[src/design/cau_pkg.sv]
// package with shared types, op codes and saturation helper for the complex arithmetic unit
`default_nettype none
package cau_pkg;

  localparam int DW = 32;
  localparam int QW = 32;
  localparam int NW = 64;
  localparam int CELLS = QW + 1;

  typedef enum logic [2:0] {
    OP_ADD  = 3'd0,
    OP_SUB  = 3'd1,
    OP_MUL  = 3'd2,
    OP_DIV  = 3'd3,
    OP_CONJ = 3'd4,
    OP_NEG  = 3'd5,
    OP_ABS2 = 3'd6
  } op_t;

  typedef struct packed {
    logic          valid;
    logic          is_div;
    logic          dz;
    logic          sat_re;
    logic          sat_im;
    logic          neg_re;
    logic          neg_im;
    logic [NW-1:0] d;
    logic [NW-1:0] rem_re;
    logic [NW-1:0] rem_im;
    logic [QW-1:0] q_re;
    logic [QW-1:0] q_im;
    logic [DW-1:0] res_re;
    logic [DW-1:0] res_im;
    logic          ov;
  } lane_t;

  // returns {overflow, saturated value}
  function automatic logic [DW:0] sat32(input logic signed [65:0] v);
    logic signed [65:0] hi;
    logic signed [65:0] lo;
    hi = 66'sh7FFF_FFFF;
    lo = -66'sh8000_0000;
    if (v > hi) begin
      sat32 = {1'b1, 1'b0, {(DW-1){1'b1}}};
    end else if (v < lo) begin
      sat32 = {1'b1, 1'b1, {(DW-1){1'b0}}};
    end else begin
      sat32 = {1'b0, v[DW-1:0]};
    end
  endfunction

endpackage
`default_nettype wire

[src/design/cau_div_cell.sv]
// one restoring divider cell: resolves one quotient bit for both parts, or the saturation flags in the top cell
`default_nettype none
module cau_div_cell import cau_pkg::*; #(
  parameter int SHIFT = 0
) (
  input  wire logic clk,
  input  wire logic rst_n,
  input  wire logic en,
  input  lane_t     lane_i,
  output lane_t     lane_o
);

  lane_t       lane_r;
  lane_t       lane_nxt;
  logic [95:0] dsh;
  logic        ge_re, ge_im;

  always_comb begin
    dsh      = {32'b0, lane_i.d} << SHIFT;
    ge_re    = {32'b0, lane_i.rem_re} >= dsh;
    ge_im    = {32'b0, lane_i.rem_im} >= dsh;
    lane_nxt = lane_i;
    if (SHIFT >= QW) begin
      lane_nxt.sat_re = ge_re;
      lane_nxt.sat_im = ge_im;
    end else begin
      if (ge_re) begin
        lane_nxt.rem_re = lane_i.rem_re - dsh[NW-1:0];
        lane_nxt.q_re[SHIFT % QW] = 1'b1;
      end
      if (ge_im) begin
        lane_nxt.rem_im = lane_i.rem_im - dsh[NW-1:0];
        lane_nxt.q_im[SHIFT % QW] = 1'b1;
      end
    end
  end

  always_ff @(posedge clk) begin
    if (!rst_n) begin
      lane_r.valid <= 1'b0;
    end else if (en) begin
      lane_r.valid <= lane_nxt.valid;
    end
    if (en) begin
      lane_r.is_div <= lane_nxt.is_div;
      lane_r.dz     <= lane_nxt.dz;
      lane_r.sat_re <= lane_nxt.sat_re;
      lane_r.sat_im <= lane_nxt.sat_im;
      lane_r.neg_re <= lane_nxt.neg_re;
      lane_r.neg_im <= lane_nxt.neg_im;
      lane_r.d      <= lane_nxt.d;
      lane_r.rem_re <= lane_nxt.rem_re;
      lane_r.rem_im <= lane_nxt.rem_im;
      lane_r.q_re   <= lane_nxt.q_re;
      lane_r.q_im   <= lane_nxt.q_im;
      lane_r.res_re <= lane_nxt.res_re;
      lane_r.res_im <= lane_nxt.res_im;
      lane_r.ov     <= lane_nxt.ov;
    end
  end

  assign lane_o = lane_r;

endmodule
`default_nettype wire

[config.mk]
export PLATFORM = sky130hd
export DESIGN_NAME = cau_div_cell
export DESIGN_NICKNAME = d
export VERILOG_FILES = /design/src/design/cau_pkg.sv /design/src/design/cau_div_cell.sv
export SDC_FILE = /design/constraint.sdc
export NUM_CORES = 1
export LEC_CHECK = 0
export ABC_AREA = 1
export BUFFER_PORTS_ARGS = -buffer_cell sky130_fd_sc_hd__buf_2
export CAP_MARGIN = 20
export CORE_AREA = 2 2 259 261
export DETAILED_ROUTE_END_ITERATION = 12
export DIE_AREA = 0 0 261 263
export PLACE_DENSITY = 0.61
export SYNTH_ARGS = -nofsm -noshare
export SYNTH_HDL_FRONTEND = slang
export SYNTH_SLANG_ARGS = --single-unit
export TNS_END_PERCENT = 5
[constraint.sdc]
create_clock -name clk -period 2.5 [get_ports clk]
set_clock_uncertainty 0.2 [all_clocks]
set_input_delay 0.5 -clock clk [delete_from_list [all_inputs] [get_ports clk]]
set_output_delay 0.5 -clock clk [all_outputs]
set_load 0.005 [all_outputs]
Word level (Yosys, flattened, before mapping)
Cells that the tools add are included.

word-level totals
  output and inout port bits = 328
  word-level logic and storage cells = 23
  input bits = 331
  bits in registers = 328

cells by class
  $lt $le $gt $ge = 2
  mux-type cells = 2
  add/sub/neg operators = 2

operators by type and width
  kind                  number
  64-bit >= comparator  2
  64-bit two-way mux    2
  64-bit subtractor     2

Logic depth before layout (Yosys ltp)
Gate-level depths: netlist of run 1.

  depth in word-level cells = 2
  mapped depth = 18
  depth with buffers taken out = 17

Worst setup path after synthesis of run 1
No wires, ideal clock.

  path type = input -> register
  start point = in lane_i[193] in the netlist's numbering
  end point = reg lane_r, in the netlist lane_o[248] (data pin)
  stages = 18
  buffers on the path = 1
  library setup time = 253 ps
  setup slack = -199 ps
  data arrival time = 2246 ps
  data required time = 2047 ps
  cell sequence = inv_1 ha_1 fa_1 inv_1 nand3_1 nand2_4 nand2_1 nand2_2 nand2_1 nand2_2 nand2_2 nand3_2 nand2_2 nand2_4 inv_2 buf_2 nand2_1 nand2_1

RTL lines
  item             line                text
  start, declared  cau_div_cell.sv:9   input lane_t lane_i,
  end, declared    cau_div_cell.sv:13  lane_t lane_r;

==> metrics, run 1 <==
Critical Path Start=lane_i[266]; DR iter-0 viols=2032; Ys Warns=0; post-CTS setup buffer count=0; unrepaired setup endpoints after global routing=yes; post-place instance area=0.03228 mm²; CTS H-tree lvls=2; crit path capture type=register; outcome=complete, no violations; fin crit share=98.47%; peak per-stage delay on the critical path=0.37 ns; ANT nets after route=0; Max Root-Sink Buffers=3; top cell type's share of synthesized area=41.27%; critical path's most frequent cell=nand2_1; layout cells sized above 1=29.01%; post-layout minimum cycle time=2.462 ns; hpwl dp=92860 µm; CTS Buf Count=39; register cell area after layout=0.009839 mm²; leakage=20.05 nW; # Max-Cap Violations=0; die boundary width=261 µm; vias in the first global route=26050; Ports=659; Max IR drop VDD=0.4320 mV; hold_sp=lane_i[297]; Yosys top cell by area=edfxtp_1; DRC Markers=0; number of fill cells in the layout=6498; clk_lat worst skew=0.56 ns; Mapped Avg Cell Area=6.937 µm²; max reg flops=328; first-pass GRT wire length=157300 µm; Clock transition at path regs=0.06 ns; Final nets=5301; reg2reg start=lane_o[327]$_SDFFE_PN0P_; placed cells=5472; Hold Path Class=in2reg; Total GRT Usage=31.20%; Setup Viol. Count Final=0; GR Overflow Total=0; Design Area, Final=0.03590 mm²; Tot Pwr=0.01948 W; DR vias/cell=4.630; #FFs+latches synth=328; antenna violations before repair=15; final slew viol count=0; Core ar.=0.06563 mm²; routability cong.=0.9890; Vias=26580; Post-Syn Area=0.02379 mm²; Startpoint Class=primary input; CP max stage cell=ha_4; num rows=94; WL final=110400 µm; Critical Path RT=2.62 ns; final cell count without fillers=5741; reg-to-reg setup timing slack=1.12 ns; DR WL/cell=19.24 µm; Worst EP arrival=2.58 ns; Pwr Density=542.4 mW/mm²; hold depth=2; Yosys cell types=31; area of the die=0.06864 mm²; IO Port Bufs=658; hold slack=0.02255 ns; Layout Area Growth over Synthesis=50.90%; final core occ=54.71%; crit-path cells=buf_2 > clkinvlp_4 > ha_4 > nand2_1 > nor2_2 > nand2_1 > inv_2 > nand2_1 > nand2_2 > nand2_2 > nand3_2 > nand2_2 > nand2_4 > inv_6 > buf_12 > nand2_1 > nand2_1; Mapped Cells=3430; Multi-input gate area=0.01121 mm²; Sink Count=328; Worst-Margin Slew=0.6285 ns; FMAX=0.4062 GHz; CTS tree=done; worst r2r path cells=3; kind of critical path=in2reg; Fin. Hold Viols=0; First-pass DRT Iterations=6; RR Endpoint=lane_o[327]$_SDFFE_PN0P_; Die Ht=263 µm; CTS root buf=clkbuf_16; Worst slew margin=58.10%; Hold Path Sink=lane_o[297]$_DFFE_PP_; Synth Net Count=3891; pin count of the biggest net entering global routing=63; Area contributors post-synth=edfxtp_1 (41%), nand2_1 (24%), inv_1 (12%), ha_1 (6.7%), nor2_1 (3.6%); Initial Util=36.25%; sequential fraction of the synthesis area=41.35%; crit-path max FO=21
==> final cells by class <==
| cell class | count | share of cell area, % |
|---|---|---|
| multi-input cells | 2322 | 31.23 |
| flip-flops and latches | 328 | 27.40 |
| repair buffers | 1395 | 26.41 |
| inverters | 754 | 8.032 |
| well taps | 864 | 3.011 |
| clock buffers | 42 | 2.750 |
| clock inverters | 27 | 1.101 |
| diodes | 9 | 0.06273 |
==> synthesized netlist by cell type (all sizes together) <==
| cell type | count |
|---|---|
| nand2 | 1534 |
| inv | 754 |
| edfxtp | 327 |
| nor2 | 236 |
| nand3 | 180 |
| ha | 128 |
| a21oi | 89 |
| xor2 | 60 |
| nand4 | 40 |
| buf | 26 |
| nor3 | 20 |
| o21ai | 17 |
| nor4 | 6 |
| and2 | 4 |
| and3 | 2 |
| fa | 2 |
| or2 | 2 |
| xnor2 | 2 |
| dfxtp | 1 |
==> routing by layer <==
metal | wire, µm | vias up | track usage [%]
li1 | - | 13330 | -
met1 | 44360 | 12060 | 37.41
met2 | 52560 | 958 | 53.80
met3 | 7433 | 210 | 5.324
met4 | 6008 | 12 | 15.14
met5 | 68 | - | 0
==> kinds of logic after synthesis <==
logic type | synth area share [%]
AOI/OAI and AO/OA | 2.245
and+or+nand+nor | 34.44
DFF | 41.35
xor gates and xnor gates | 2.282
adders and majority gates | 6.899
buffers and inverters | 12.77
==> placed cells by master, fill, tap and decap left out, types with 3 or more instances in the layout <==
cell           count
ha_4              10
a21oi_2            5
nand2_4            3
nand3_1          152
diode_2            9
nor3_2             7
clkinv_2           4
ha_2               6
nor2_2            28
nor2_1           206
clkinv_4           3
o21ai_0           14
inv_1            720
a21oi_1           84
nand3_2           28
inv_2             28
bufinv_16          8
xor2_1            59
clkbuf_16         40
nor3_1            13
clkinv_1           4
buf_12            12
clkinvlp_4         6
ha_1             112
clkbuf_1           3
edfxtp_1         327
buf_2            656
dlygate4sd3_1    190
nand2_2           18
and2_1             4
o21ai_1            3
nor4_1             6
nand2_1         1512
buf_4            534
nand4_1           40
==> where the power goes <==
part	switching (W)	internal (W)	total [W]
Sequential	0.000233	0.00677	0.00700
Combinational	0.00354	0.00271	0.00625
Clock	0.00249	0.00373	0.00622
==> per-stage QoR <==
step,setup TNS [ns],setup slack (ns)
floorplan,-1.419,-0.01944
global placement,-66.71,-0.5685
detailed placement,-66.57,-0.5679
CTS,0,0.02243
global route,-0.5359,-0.03690
finish,0,0.03820
==> critical path: cells and delay by family <==
kind	cells	cell delay, ns
fa+ha+maj	1	0.37
buf+inv	5	0.67
simple gates	11	1.04
==> worst max-delay path by stage <==
stage	end	depth (start not counted)
detailed placement	lane_o[136]$_DFFE_PP_	16
global route	lane_o[249]$_DFFE_PP_	19
finish	lane_o[249]$_DFFE_PP_	17
global placement	lane_o[97]$_SDFFCE_PP1P_	15
floorplan	lane_o[184]$_DFFE_PP_	18
CTS	lane_o[129]$_DFFE_PP_	13
==> what timing repair did <==
| action | in CTS | in global routing |
|---|---|---|
| gates resized for setup | 0 | 74 |
| hold buffers | 190 | 0 |
| hold endpoints to repair | 189 | 0 |
| setup endpoints to repair | 0 | 130 |
(Power assumes the default switching activity.)
==> inputs of run 2 (changes only) <==
==> constraint.sdc (replaced) <==
create_clock -name clk -period 2.5 [get_ports clk]
set_clock_uncertainty 0.2 [all_clocks]
set_input_delay 0.125 -clock clk [delete_from_list [all_inputs] [get_ports clk]]
set_output_delay 0.125 -clock clk [all_outputs]
set_load 0.005 [all_outputs]
==> metrics, run 2 (synthesized netlist as in run 1, its figures left out) <==
outcome=complete, no violations; CTS Buf Count=40 (+2.6%); Multi-input gate area=0.01168 mm² (+4.1%); DRC Markers=0 (unchanged); Gate power share=34.1% (+2.0 points); Design Area, Final=0.03727 mm² (+3.8%); Top Family by Delay on Critical Path=buffers and inverters; crit-path cells=dlygate4sd3_1 > buf_2 > ha_1 > nand2_1 > nor2_2 > nand2_1 > nor2_2 > buf_4 > nand2_2 > nand3_2 > nand2_2 > nand2_4 > inv_4 > buf_12 > nand2_1 > nand2_1; Worst EP arrival=2.58 ns (about the same); antenna violations before repair=3 (-12); IO Port Bufs=658 (unchanged); Pwr Density=517.6 mW/mm² (-4.6%); Fin. Hold Viols=0 (unchanged); Core ar.=0.06563 mm² (unchanged); Critical Path RT=2.64 ns (+0.02 ns); switching power=0.006454 W (+3.0%); critical path's most frequent cell=nand2_1; Final nets=5388 (+1.6%); crit path capture type=register; CTS tree=done; Setup Viol. Count Final=0 (unchanged); Layout Area Growth over Synthesis=56.64%; kind of critical path=in2reg; WL final=115100 µm (+4.2%); worst slack, placed=-0.3225 ns (+0.2454 ns); Worst slew margin=56.44% (-1.7 points); final core occ=56.79% (+2.1 points); Vias=27310 (+2.7%); setup TNS=0 ns (unchanged); CP bufs+invs=5 (unchanged); pin count of the biggest net entering global routing=60 (-4.8%); Max IR drop VDD=0.4606 mV (+6.6%); Stages on worst setup path=16 (-1); leakage=20.40 nW (+1.7%); Total GRT Usage=32.22% (+1.0 points); Flop pwr share=36.3% (+0.4 points); fin crit share=97.58% (-0.90 points); max reg flops=328 (unchanged); GR Overflow Total=0 (unchanged); # Max-Cap Violations=0 (unchanged); reg-to-reg setup timing slack=1.12 ns (about the same); setup ws final=0.06058 ns (+0.02238 ns); Clk pwr share=29.6% (-2.4 points); CP max stage cell=dlygate4sd3_1; die boundary width=261 µm (unchanged); commonest non-fill, non-tap cell in the layout=nand2_1; Startpoint Class=primary input; Sink Count=328 (unchanged); layout cells sized above 1=28.86% (-0.15 points); CTS H-tree lvls=2 (unchanged); first-pass GRT wire length=163100 µm (+3.7%); Int Pwr=0.01284 W (-2.8%); Critical Path Start=lane_i[218]; post-layout minimum cycle time=2.439 ns (-0.02238 ns); unrepaired setup endpoints after global routing=yes; Max Root-Sink Buffers=3 (unchanged); Hold Path Class=in2reg; Initial Util=36.25% (unchanged); Ports=659 (unchanged); register cell area after layout=0.009839 mm² (unchanged); DR iter-0 viols=2173 (+6.9%); area of the die=0.06864 mm² (unchanged); worst r2r path cells=3 (unchanged); DR WL/cell=19.76 µm (+2.7%); CTS root buf=clkbuf_16; routability cong.=1.032 (+4.3%); vias in the first global route=26800 (+2.9%); num rows=94 (unchanged); peak per-stage delay on the critical path=0.57 ns (+0.20 ns); First-pass DRT Iterations=6 (unchanged); Die Ht=263 µm (unchanged); Clock transition at path regs=0.06 ns (about the same); post-place instance area=0.03179 mm² (-1.5%); RR Endpoint=lane_o[327]$_SDFFE_PN0P_; switching power share of the total=33.46% (+1.3 points); most frequent cells in the layout=nand2_1 (1474), inv_1 (730), buf_2 (656); reg2reg start=lane_o[327]$_SDFFE_PN0P_; number of fill cells in the layout=6384 (-1.8%); crit path capture=lane_o[248]$_DFFE_PP_; Worst-Margin Slew=0.6534 ns (+0.02489 ns); clk_lat worst skew=0.58 ns (+0.02 ns); crit-path max FO=18 (-14%); DR vias/cell=4.689 (+1.3%); final slew viol count=0 (unchanged); ANT nets after route=0 (unchanged); FMAX=0.4099 GHz (+0.92%); hpwl dp=92800 µm (about the same)
[run 2: stage by stage]
| step | cells | total power, W | hold slack (ns) |
|---|---|---|---|
| after floorplan | 3430 | 0.009685 | 0.01846 |
| after global placement | 5408 | 0.01284 | 0.1012 |
| after detailed placement | 5408 | 0.01287 | 0.1033 |
| after CTS | 5812 | 0.01904 | 0.01458 |
| after global routing | 5821 | 0.02019 | 0.04573 |
| final | 5824 | 0.01929 | 0.04598 |
[run 2: worst min-delay path by stage]
stage / slack, ns / cells after the start / start / end
6_report: 0.05 / 2 / lane_i[74] / lane_o[74]$_DFFE_PP_
5_1_grt: 0.05 / 2 / lane_i[72] / lane_o[72]$_DFFE_PP_
4_1_cts: 0.01 / 5 / lane_i[258] / lane_o[195]$_DFFE_PP_
3_5_place_dp: 0.10 / 1 / lane_i[99] / lane_o[99]$_DFFE_PP_
3_3_place_gp: 0.10 / 1 / lane_i[26] / lane_o[26]$_DFFE_PP_
2_1_floorplan: 0.02 / 1 / en / lane_o[327]$_SDFFE_PN0P_
[run 2: metal layers]
layer  vias to the layer above  share of wire [%]  global-route usage [%]
met1                     12480                 41                   40.19
met2                      1076                 47                   55.28
li1                      13510                  -                       -
met4                         2                5.6                   15.39
met5                         -              0.011                       0
met3                       246                6.0                   3.582
[run 2: power by group through the flow]
stage / logic, W / clock network [W] / registers (W)
after floorplan: 0.00258 / 0 / 0.00711
after global placement: 0.00574 / 0 / 0.00710
after detailed placement: 0.00578 / 0 / 0.00709
after CTS: 0.00624 / 0.00581 / 0.00699
after global routing: 0.00716 / 0.00599 / 0.00704
final: 0.00658 / 0.00570 / 0.00701
[run 2: layout make-up]
class,instances,area share (%)
diodes,5,0.03357
clock buffers,49,2.776
clock inverters,21,0.5305
inverters,754,7.608
multi-input cells,2322,31.33
flip-flops and latches,328,26.40
well taps,864,2.901
repair buffers,1481,28.42
[run 2: repair_timing]
action,CTS,global route
resized for setup,0,174
endpoints found under the setup margin,0,130
buffers inserted,0,4
hold endpoints to repair,364,0
hold buffers,334,0
